`src/sfd_pkg.sv`:
```
// Shared types and constants of the serial frame deframer.
// Depends on nothing; imported by every module of the block.
package sfd_pkg;

    localparam logic [7:0] SOF_BYTE     = 8'h7B;
    localparam logic [7:0] EOF_BYTE     = 8'h7D;
    localparam logic [7:0] SUM_TARGET   = 8'hFF;
    localparam logic [7:0] LEN_OVERHEAD = 8'd4;
    localparam logic [7:0] MIN_LEN      = 8'd5;

    localparam logic KIND_BYTE    = 1'b0;
    localparam logic KIND_TIMEOUT = 1'b1;

    typedef enum logic [2:0] {
        PH_HUNT = 3'd0,
        PH_LEN  = 3'd1,
        PH_DATA = 3'd2,
        PH_CSUM = 3'd3,
        PH_END  = 3'd4
    } phase_t;

    typedef enum logic [1:0] {
        EV_DATA = 2'd0,
        EV_GOOD = 2'd1,
        EV_ERR  = 2'd2
    } event_t;

    typedef enum logic [2:0] {
        ERR_START   = 3'd0,
        ERR_LEN     = 3'd1,
        ERR_CSUM    = 3'd2,
        ERR_END     = 3'd3,
        ERR_TIMEOUT = 3'd4
    } err_t;

    typedef struct packed {
        logic       kind;
        logic [7:0] rx_byte;
    } item_t;

    typedef struct packed {
        event_t     event_res;
        logic [7:0] payload_byte;
        logic [7:0] payload_count;
        err_t       error_code;
    } res_t;

endpackage

```
`src/serial_frame_deframer_core.sv`:
```
// Serial frame deframer: hunts for length-prefixed frames with a sum checksum.
// Depends on sfd_pkg, sfd_in_reg and sfd_proc.
//
// Input channel (s_): one word per item, either a received byte (s_kind 0)
// or an idle timeout event (s_kind 1). Result channel (m_): at most one word
// per input word, carrying a payload byte, a good-frame report with its
// payload count, or a frame error with its code.
// A frame is '{', a length byte L (at least 5), L-4 payload bytes, a checksum
// byte that makes the sum of L, the payload and itself equal 0xFF, and '}'.
// A result passes through the input register and then the output register
// before it appears on m_valid.
// Throughput: one input word per cycle while results are taken, set by the single
// register-to-register pass through the frame state machine.
// The input register is refilled in the same cycle it is drained, and the
// output register is reloaded in the cycle it is read. When the receiver
// stalls with a result held, one more word waits in the input register and
// s_ready then drops; words that yield no result still pass.
// Reset (aresetn low, synchronous) empties both registers and returns the
// receiver to hunting for a start byte with counts and sum cleared.
module serial_frame_deframer_core (
    input  logic       aclk,
    input  logic       aresetn,
    input  logic       s_valid,
    output logic       s_ready,
    input  logic       s_kind,
    input  logic [7:0] s_rx_byte,
    output logic       m_valid,
    input  logic       m_ready,
    output logic [1:0] m_event_res,
    output logic [7:0] m_payload_byte,
    output logic [7:0] m_payload_count,
    output logic [2:0] m_error_code
);
    import sfd_pkg::*;

    item_t s_item;
    item_t item;
    logic  item_valid;
    logic  take;
    logic  res_valid;
    res_t  res;
    logic  m_valid_reg;
    logic  m_valid_next;
    res_t  m_res_reg;

    assign s_item.kind    = s_kind;
    assign s_item.rx_byte = s_rx_byte;

    assign take = item_valid && (!res_valid || !m_valid_reg || m_ready);

    sfd_in_reg u_in_reg (
        .aclk       (aclk),
        .aresetn    (aresetn),
        .s_valid    (s_valid),
        .s_item     (s_item),
        .s_ready    (s_ready),
        .take       (take),
        .item_valid (item_valid),
        .item       (item)
    );

    sfd_proc u_proc (
        .aclk      (aclk),
        .aresetn   (aresetn),
        .item      (item),
        .take      (take),
        .res_valid (res_valid),
        .res       (res)
    );

    always_comb begin
        if (take && res_valid) begin
            m_valid_next = 1'b1;
        end else if (m_ready) begin
            m_valid_next = 1'b0;
        end else begin
            m_valid_next = m_valid_reg;
        end
    end

    always_ff @(posedge aclk) begin
        if (!aresetn) begin
            m_valid_reg <= 1'b0;
        end else begin
            m_valid_reg <= m_valid_next;
        end
    end

    always_ff @(posedge aclk) begin
        if (take && res_valid) begin
            m_res_reg <= res;
        end
    end

    assign m_valid         = m_valid_reg;
    assign m_event_res     = m_res_reg.event_res;
    assign m_payload_byte  = m_res_reg.payload_byte;
    assign m_payload_count = m_res_reg.payload_count;
    assign m_error_code    = m_res_reg.error_code;

endmodule

```
`src/sfd_in_reg.sv`:
```
// Input register of the deframer: holds one accepted word until the frame logic takes it.
// Depends on sfd_pkg.
module sfd_in_reg (
    input  logic          aclk,
    input  logic          aresetn,
    input  logic          s_valid,
    input  sfd_pkg::item_t s_item,
    output logic          s_ready,
    input  logic          take,
    output logic          item_valid,
    output sfd_pkg::item_t item
);
    import sfd_pkg::*;

    logic  valid_reg;
    logic  valid_next;
    item_t item_reg;

    assign s_ready    = !valid_reg || take;
    assign item_valid = valid_reg;
    assign item       = item_reg;

    always_comb begin
        if (s_valid && s_ready) begin
            valid_next = 1'b1;
        end else if (take) begin
            valid_next = 1'b0;
        end else begin
            valid_next = valid_reg;
        end
    end

    always_ff @(posedge aclk) begin
        if (!aresetn) begin
            valid_reg <= 1'b0;
        end else begin
            valid_reg <= valid_next;
        end
    end

    always_ff @(posedge aclk) begin
        if (s_valid && s_ready) begin
            item_reg <= s_item;
        end
    end

endmodule

```
`src/sfd_proc.sv`:
```
// Frame state machine with length counter and running checksum.
// Depends on sfd_pkg; updates its state on each word taken from the input register.
module sfd_proc (
    input  logic           aclk,
    input  logic           aresetn,
    input  sfd_pkg::item_t item,
    input  logic           take,
    output logic           res_valid,
    output sfd_pkg::res_t  res
);
    import sfd_pkg::*;

    phase_t     phase_reg;
    phase_t     phase_next;
    logic [7:0] expected_reg;
    logic [7:0] expected_next;
    logic [7:0] received_reg;
    logic [7:0] received_next;
    logic [7:0] sum_reg;
    logic [7:0] sum_next;
    logic [7:0] c;
    logic [7:0] sum_plus;
    logic [7:0] received_plus;

    assign c             = item.rx_byte;
    assign sum_plus      = sum_reg + c;
    assign received_plus = received_reg + 8'd1;

    always_comb begin
        phase_next    = phase_reg;
        expected_next = expected_reg;
        received_next = received_reg;
        sum_next      = sum_reg;
        if (item.kind == KIND_TIMEOUT) begin
            phase_next    = PH_HUNT;
            expected_next = 8'd0;
            received_next = 8'd0;
            sum_next      = 8'd0;
        end else begin
            unique case (phase_reg)
                PH_HUNT: begin
                    if (c == SOF_BYTE) begin
                        phase_next = PH_LEN;
                    end
                end
                PH_LEN: begin
                    if (c < MIN_LEN) begin
                        phase_next    = PH_HUNT;
                        expected_next = 8'd0;
                        received_next = 8'd0;
                        sum_next      = 8'd0;
                    end else begin
                        phase_next    = PH_DATA;
                        expected_next = c - LEN_OVERHEAD;
                        received_next = 8'd0;
                        sum_next      = c;
                    end
                end
                PH_DATA: begin
                    sum_next      = sum_plus;
                    received_next = received_plus;
                    if (received_plus >= expected_reg) begin
                        phase_next = PH_CSUM;
                    end
                end
                PH_CSUM: begin
                    if (sum_plus == SUM_TARGET) begin
                        phase_next = PH_END;
                    end else begin
                        phase_next    = PH_HUNT;
                        expected_next = 8'd0;
                        received_next = 8'd0;
                        sum_next      = 8'd0;
                    end
                end
                default: begin
                    phase_next    = PH_HUNT;
                    expected_next = 8'd0;
                    received_next = 8'd0;
                    sum_next      = 8'd0;
                end
            endcase
        end
    end

    always_comb begin
        res_valid         = 1'b0;
        res.event_res     = EV_DATA;
        res.payload_byte  = 8'd0;
        res.payload_count = 8'd0;
        res.error_code    = ERR_START;
        if (item.kind == KIND_TIMEOUT) begin
            if (phase_reg != PH_HUNT) begin
                res_valid      = 1'b1;
                res.event_res  = EV_ERR;
                res.error_code = ERR_TIMEOUT;
            end
        end else begin
            unique case (phase_reg)
                PH_HUNT: begin
                    if (c != SOF_BYTE) begin
                        res_valid      = 1'b1;
                        res.event_res  = EV_ERR;
                        res.error_code = ERR_START;
                    end
                end
                PH_LEN: begin
                    if (c < MIN_LEN) begin
                        res_valid      = 1'b1;
                        res.event_res  = EV_ERR;
                        res.error_code = ERR_LEN;
                    end
                end
                PH_DATA: begin
                    res_valid        = 1'b1;
                    res.event_res    = EV_DATA;
                    res.payload_byte = c;
                end
                PH_CSUM: begin
                    if (sum_plus != SUM_TARGET) begin
                        res_valid      = 1'b1;
                        res.event_res  = EV_ERR;
                        res.error_code = ERR_CSUM;
                    end
                end
                default: begin
                    res_valid = 1'b1;
                    if (c == EOF_BYTE) begin
                        res.event_res     = EV_GOOD;
                        res.payload_count = expected_reg;
                    end else begin
                        res.event_res  = EV_ERR;
                        res.error_code = ERR_END;
                    end
                end
            endcase
        end
    end

    always_ff @(posedge aclk) begin
        if (!aresetn) begin
            phase_reg    <= PH_HUNT;
            expected_reg <= 8'd0;
            received_reg <= 8'd0;
            sum_reg      <= 8'd0;
        end else if (take) begin
            phase_reg    <= phase_next;
            expected_reg <= expected_next;
            received_reg <= received_next;
            sum_reg      <= sum_next;
        end
    end

endmodule

```
`config.mk`:
```
export PLATFORM = sky130hd
export DESIGN_NAME = serial_frame_deframer_core
export DESIGN_NICKNAME = d
export VERILOG_FILES = /design/src/sfd_pkg.sv /design/src/serial_frame_deframer_core.sv /design/src/sfd_in_reg.sv /design/src/sfd_proc.sv
export SDC_FILE = /design/constraint.sdc
export NUM_CORES = 1
export LEC_CHECK = 0
export CELL_PAD_IN_SITES_DETAIL_PLACEMENT = 1
export CELL_PAD_IN_SITES_GLOBAL_PLACEMENT = 2
export CORE_AREA = 8 8 73 138
export DETAILED_ROUTE_END_ITERATION = 12
export DIE_AREA = 0 0 81 146
export DONT_BUFFER_PORTS = 1
export PLACE_DENSITY = 0.74
export SETUP_SLACK_MARGIN = 0.3
export SLEW_MARGIN = 20
export SYNTH_ARGS = -nofsm -noshare
export SYNTH_HDL_FRONTEND = slang
export SYNTH_HIERARCHICAL = 1
export SYNTH_SLANG_ARGS = --single-unit
```
`constraint.sdc`:
```
create_clock -name aclk -period 4.2 [get_ports aclk]
set_input_delay 0.42 -clock aclk [delete_from_list [all_inputs] [get_ports aclk]]
set_output_delay 0.42 -clock aclk [all_outputs]
set_load 0.01 [all_outputs]
```
# Yosys cells after proc, flatten, opt, wreduce, memory -nomap -nowiden

Cells that the tools add are included.

Register bits: 59
Input port bits: 13
Output and inout bits: 23
Word-level logic and storage cells: 89

Add/sub/neg operators: 3
Order comparisons: 2
Equal/unequal tests: 13
Muxes and demuxes: 38
Bitwise logic cells: 2
Reduce and logical (&&, ||, !) cells: 19

Operator list:

| cell                | count |
|---|---|
| $mux 8              | 6 |
| $pmux 8 s3          | 2 |
| $pmux 8 s4          | 1 |
| $mux 2              | 9 |
| $mux 3              | 6 |
| $eq 8x7->1 const B  | 2 |
| $pmux 3 s4          | 1 |
| $mux 1              | 10 |
| $pmux 3 s3          | 1 |
| $reduce_and 3->1    | 3 |
| $add 8x1->8 const B | 1 |
| $add 8x8->8         | 1 |
| $eq 8x8->1 const B  | 1 |
| $ge 8x8->1          | 1 |
| $lt 8x3->1 const B  | 1 |
| $ne 8x7->1 const B  | 1 |
| $ne 8x8->1 const B  | 1 |
| $pmux 2 s4          | 1 |
| $sub 8x3->8 const B | 1 |
| $eq 3x2->1 const B  | 2 |
| $ne 3x2->1 const B  | 2 |
| $reduce_or 6->1     | 1 |
| $reduce_bool 2->1   | 2 |
| $reduce_or 2->1     | 2 |
| other kinds (11)    | 18 |

# Longest topological paths before layout

Word-level depth: 12
Mapped depth: 15
Depth with buffers taken out: 14

# Modules after synthesis

Netlist, hierarchy kept.

Modules (own cells, without submodules):

| module                     | times used | cells an instance | area each (µm²) | seq. area each (µm²) |
|---|---|---|---|---|
| sfd_proc                   | 1          | 275               | 2165.8          | 540.5 |
| serial_frame_deframer_core | 1          | 28                | 685.7           | 650.6 |
| sfd_in_reg                 | 1          | 14                | 327.8           | 290.3 |

# Least setup slack after synthesis

OpenSTA, ideal clock, no wires.

Kind: register to register
Start point: reg u_in_reg.item_reg, in the netlist u_in_reg/item[0]
End point: reg m_res_reg, in the netlist m_error_code[0], enable pin
Setup time: 0.399 ns
Arrival time: 3.186 ns
Required time: 3.801 ns
Slack: 0.615 ns
Cell stages (with the launch flop): 12
Path buffers: 0
Clock period less this slack: 3.585 ns
Cells stage by stage: edfxtp_1 > ha_1 > fa_1 > a211oi_1 > or4b_1 > o2111ai_1 > o21ai_2 > o21ai_0 > o2111a_1 > a22oi_1 > nand2_1 > nor2_1

Cells in the longest elaborated chain, start to end: 10
Elaborated cells between the ends (all ways): 14
Classes of those cells: 1 x add/sub; 1 x order compare; 2 x eq/ne; 5 x mux; 5 x reduce/logical

Ends and longest elaborated chain:

| element                       | line                             | RTL |
|---|---|---|
| from (decl)                   | sfd_in_reg.sv:17                 | `item_t item_reg;` |
| from (signal assigned)        | sfd_in_reg.sv:43                 | `item_reg <= s_item;` |
| $add 8x8->8                   | sfd_proc.sv:26                   | `assign sum_plus = sum_reg + c;` |
| $ne 8x8->1                    | sfd_proc.sv:120                  | `if (sum_plus != SUM_TARGET) begin` |
| $mux 1                        | sfd_proc.sv:120                  |  |
| $pmux 1 s3 *                  | sfd_proc.sv:99                   | `unique case (phase_reg)` |
| $mux 1 *                      | sfd_proc.sv:92                   | `if (item.kind == KIND_TIMEOUT) begin` |
| named net res_valid           | serial_frame_deframer_core.sv:40 | `logic res_valid;` |
| $logic_not 1->1               | serial_frame_deframer_core.sv:49 | `assign take = item_valid && (!res_valid \|\| !m_valid_reg \|\| m_ready);` |
| $logic_or 1x1->1 (2 in a row) | serial_frame_deframer_core.sv:49 |  |
| $logic_and 1x1->1             | serial_frame_deframer_core.sv:49 |  |
| $logic_and 1x1->1 *           | serial_frame_deframer_core.sv:90 | `if (take && res_valid) begin` |
| to (signal assigned)          | serial_frame_deframer_core.sv:91 | `m_res_reg <= res;` |
| to (decl)                     | serial_frame_deframer_core.sv:44 | `res_t m_res_reg;` |

The timed path passes the listed nets; every way through them passes the cells marked *.
A chain may end at the register's enable or synchronous reset.

# Worst setup path after layout

Start point: reg u_in_reg.item_reg, in the netlist u_in_reg/item[0]
End point: reg u_proc.received_reg[5]

Cells in the longest elaborated chain, start to end: 10
Elaborated cells between the ends (all ways): 16
Classes of those cells: 1 x add/sub; 1 x order compare; 4 x eq/ne; 5 x mux; 5 x reduce/logical

Ends and longest elaborated chain:

| element                         | line                             | RTL |
|---|---|---|
| $add 8x8->8                     | sfd_proc.sv:26                   |  |
| $ne 8x8->1                      | sfd_proc.sv:120                  |  |
| $mux 1                          | sfd_proc.sv:120                  |  |
| $pmux 1 s3 *                    | sfd_proc.sv:99                   |  |
| $mux 1 *                        | sfd_proc.sv:92                   |  |
| named net res_valid             | serial_frame_deframer_core.sv:40 |  |
| $logic_not 1->1 *               | serial_frame_deframer_core.sv:49 |  |
| $logic_or 1x1->1 * (2 in a row) | serial_frame_deframer_core.sv:49 |  |
| $logic_and 1x1->1 *             | serial_frame_deframer_core.sv:49 |  |
| named net take                  | serial_frame_deframer_core.sv:39 | `logic take;` |
| $reduce_and 3->1 (no line) *    | -                                |  |
| to (signal assigned)            | sfd_proc.sv:149                  | `received_reg <= received_next;` |
| to (decl)                       | sfd_proc.sv:17                   | `logic [7:0] received_reg;` |

Marks and branches as above.

==> reports/results.tsv <==
stage	metric	value	unit
floorplanning	floorplan.die.height	146	um
setup_path	crit_fanout	20	
yosys	asyncSetResetFlopFracSynth	0	%
yosys	syn_nets	351	
global_routing	first_global_vias	2641	
clock_tree	h_tree_lvl_count	3	
setup_path	worstPathRequired	4.45	ns
floorplanning	io-pin-count	36	
setup_path	worst-setup-path-type	reg -> reg	
yosys	synth_area	3180	um^2
setup_path	timing.critical_path.from_type	register	
clock_tree	numClockSinks	59	
sta	fin_tns_setup	0	ns
placed_design	place.port_buffers	0	
yosys	ys_seq_area_share	46.6	%
sta	max_frequency	276	MHz
route	detailroute.via_count	2395	
clock_tree	clockBufferDepth	2	
yosys	number_of_synthesized_flops_with_an_enable_pin	30	
clock_tree	clock_latency_of_the_later_clocked_register_in_the_worst_skew_pair	0.33	ns
setup_path	cp-end-kind	register	
final_layout	insertedDiodeCount	0	
route	detailedRoute.firstIterationViolations	128	
sta	worst_slew_margin_rel	38.7	%
sta	timing_hold_violations_final	0	
clock_tree	cts-buffers-inserted	9	
route	routed_via_density	5.58	
yosys	synth.top_cells.by_count	30 x edfxtp_1, 29 x dfxtp_1, 25 x nand3_1	
yosys	synth-main-ff-cell	edfxtp_1	
setup_path	ff2ff_setup_slack	0.57	ns
yosys	synth.area.top_cells	edfxtp_1 28%, dfxtp_1 18%, ha_1 7.9%	
route	antenna_left	0	
global_routing	track_usage	16.4	%
hold_path	min-delay-path-class	in -> reg	
yosys	post-synth-top-count-cell	edfxtp_1	
route	drc_viols	0	
sta	min_period_over_period	86.4	%
floorplanning	floorplan.initialDensity	38.6	%
final_layout	final_net_count	360	
sta	period_minus_slack	3.63	ns
clock_tree	worst_setup_hold_path_clk_slew	0.05	ns
floorplanning	floorplan.die_area	11800	um^2
sta	worst_pin_slew	0.918	ns
clock_tree	cts_hold_repair.buffers	0	
route	dr.pass1.iters	4	
sta	report.final.slew_viol_count	0	
power	static-leakage-power	0.00138	uW
setup_path	worst_r2r_startpoint	u_in_reg/item[0]	
yosys	syn_avg_cell_area	10.0	um^2
setup_path	critical_path.startpoint	u_in_reg/item[0]	
status	run_status	finished, final reports clean	
yosys	synth.ff_latch_count	59	
floorplanning	num_rows	47	
hold_path	timing.hold.worst.start	s_rx_byte[3]	
power	p_per_area	400	nW/um^2
clock_tree	cts_tree	built	
setup_path	worst_ep_arrival	3.88	ns
power	worst_ir_drop_vdd	0.223	mV
clock_tree	clock_root_buffer_master	clkbuf_16	
sta	setup_repair_after_global_routing_missed_its_margin	false	
yosys	number_of_warnings_printed_during_yosys_synthesis	6	
yosys	post-synth-top-area-cell	edfxtp_1	
floorplanning	die_x	81	um
route	routed_len_inst	21.2	um
floorplanning	fp.coreArea	8230	um^2
placed_design	globalplace.congestion	0.868	
placed_design	dp_hpwl	6.90	mm
final_layout	post_route_cells_drive_above_1_share	12.4	%
final_layout	syn_to_final_growth	14.8	%
yosys	post_synth_inst_count	317	
yosys	synth_cell_type_count	55	
sta	timing.clock.skew	0.00600	ns
global_routing	global_route.overflow_total	0	
global_routing	grt_start_max_net_pins	32	
route	routed_wirelength	9.08	mm
flow_run	cap_viol_max_count	0	
final_layout	final_core_utilization	44.3	%
final_layout	largest_register_ffs	9	
global_routing	first_pass_grt_wire_length	14.3	mm
yosys	synth_top_cell_area_share	28.3	%
global_routing	grt_antenna_before_repair	0	
sta	final-setup-viol-count	0	
-- power breakdown --
group | internal, uW | leakage [uW] | total, uW | switching (uW)
clock | 456 | 0.000136 | 710 | 254
combinational | 39.2 | 0.000728 | 107 | 67.9
sequential | 625 | 0.000519 | 644 | 18.8
-- worst paths after layout --
kind,cells after the start,to
max,14,u_proc/received_reg[5]
min,0,u_in_reg/item[3]
max reg2reg,14,u_proc/received_reg[5]
min reg2reg,2,u_proc/expected_reg[3]
-- metrics by stage --
stage / setup slack [ns] / hold WS (ns) / std cells / instance area [um^2] / total power (uW)
3_5_place_dp: 0.267 / 0.456 / 410 / 3310 / 760
4_1_cts: 0.334 / 0.176 / 426 / 3600 / 1470
2_1_floorplan: 0.615 / 0.438 / 317 / 3180 / 726
5_1_grt: 0.327 / 0.174 / 429 / 3650 / 1520
6_report: 0.571 / 0.186 / 429 / 3650 / 1460
3_3_place_gp: 0.391 / 0.446 / 410 / 3310 / 756
-- cell usage in the layout (no fill, tap or decap), types with 3 or more instances in the layout --
cell type,instances
a21oi_1,8
a22oi_1,7
and2_1,8
and3_1,3
buf_4,12
clkbuf_16,9
dfxtp_1,29
edfxtp_1,30
ha_1,20
inv_1,15
mux2i_1,10
nand2_1,24
nand2b_1,5
nand3_1,25
nand4_1,3
nor2_1,21
nor2b_1,3
nor3_1,11
nor3b_1,4
o21ai_0,4
o21ai_1,8
o41ai_1,7
or3_1,4
xnor2_1,6
xor2_1,8
-- cells by family (layout without fill, tap and decap cells) --
kind of cell,Yosys count,in the layout,share of synthesized area [%]
flops,59,59,46.6
simple gates,125,125,20.6
compound gates,59,59,13.5
mux,10,10,3.15
buf+inv,29,43,3.82
fa+ha+maj,21,21,8.50
xor+xnor,14,14,3.86
-- layout make-up --
class / instances / area [um^2]
fill: 949 / 4580
clock buffer: 11 / 233
timing repair buffer: 12 / 90.1
sequential: 59 / 1480
tap: 98 / 123
inverter: 15 / 56.3
multi-input combinational: 229 / 1610
clock inverter: 5 / 55.1
-- routing by layer --
metal	vias to the layer above	track usage, %	part of all wire [%]
met1	1151	14.6	35
met5	-	0	0
li1	1173	-	-
met4	0	9.64	5.3
met3	26	3.59	2.5
met2	45	31.0	58
-- critical path, cell delays in order, from the launching register on --
cell and delay (ns):
edfxtp_1 0.39, ha_1 0.25, fa_1 0.43, a211oi_2 0.29
o21ai_0 0.14, o2111ai_1 0.18, o21ai_2 0.15, o21ai_1 0.19
o2111a_1 0.24, a22oi_1 0.10, a21boi_2 0.23, o21a_1 0.19
o21ai_4 0.17, or4_1 0.43, a21oi_1 0.16
-- timing repair --
| action | in CTS | in global routing |
|---|---|---|
| setup endpoints to repair | 1 | 27 |
| pin swaps | 0 | 0 |
| buffers inserted | 0 | 3 |
| endpoints found under the hold margin | 0 | 0 |
| gates resized for setup | 1 | 5 |
(Power assumes the default switching activity.)
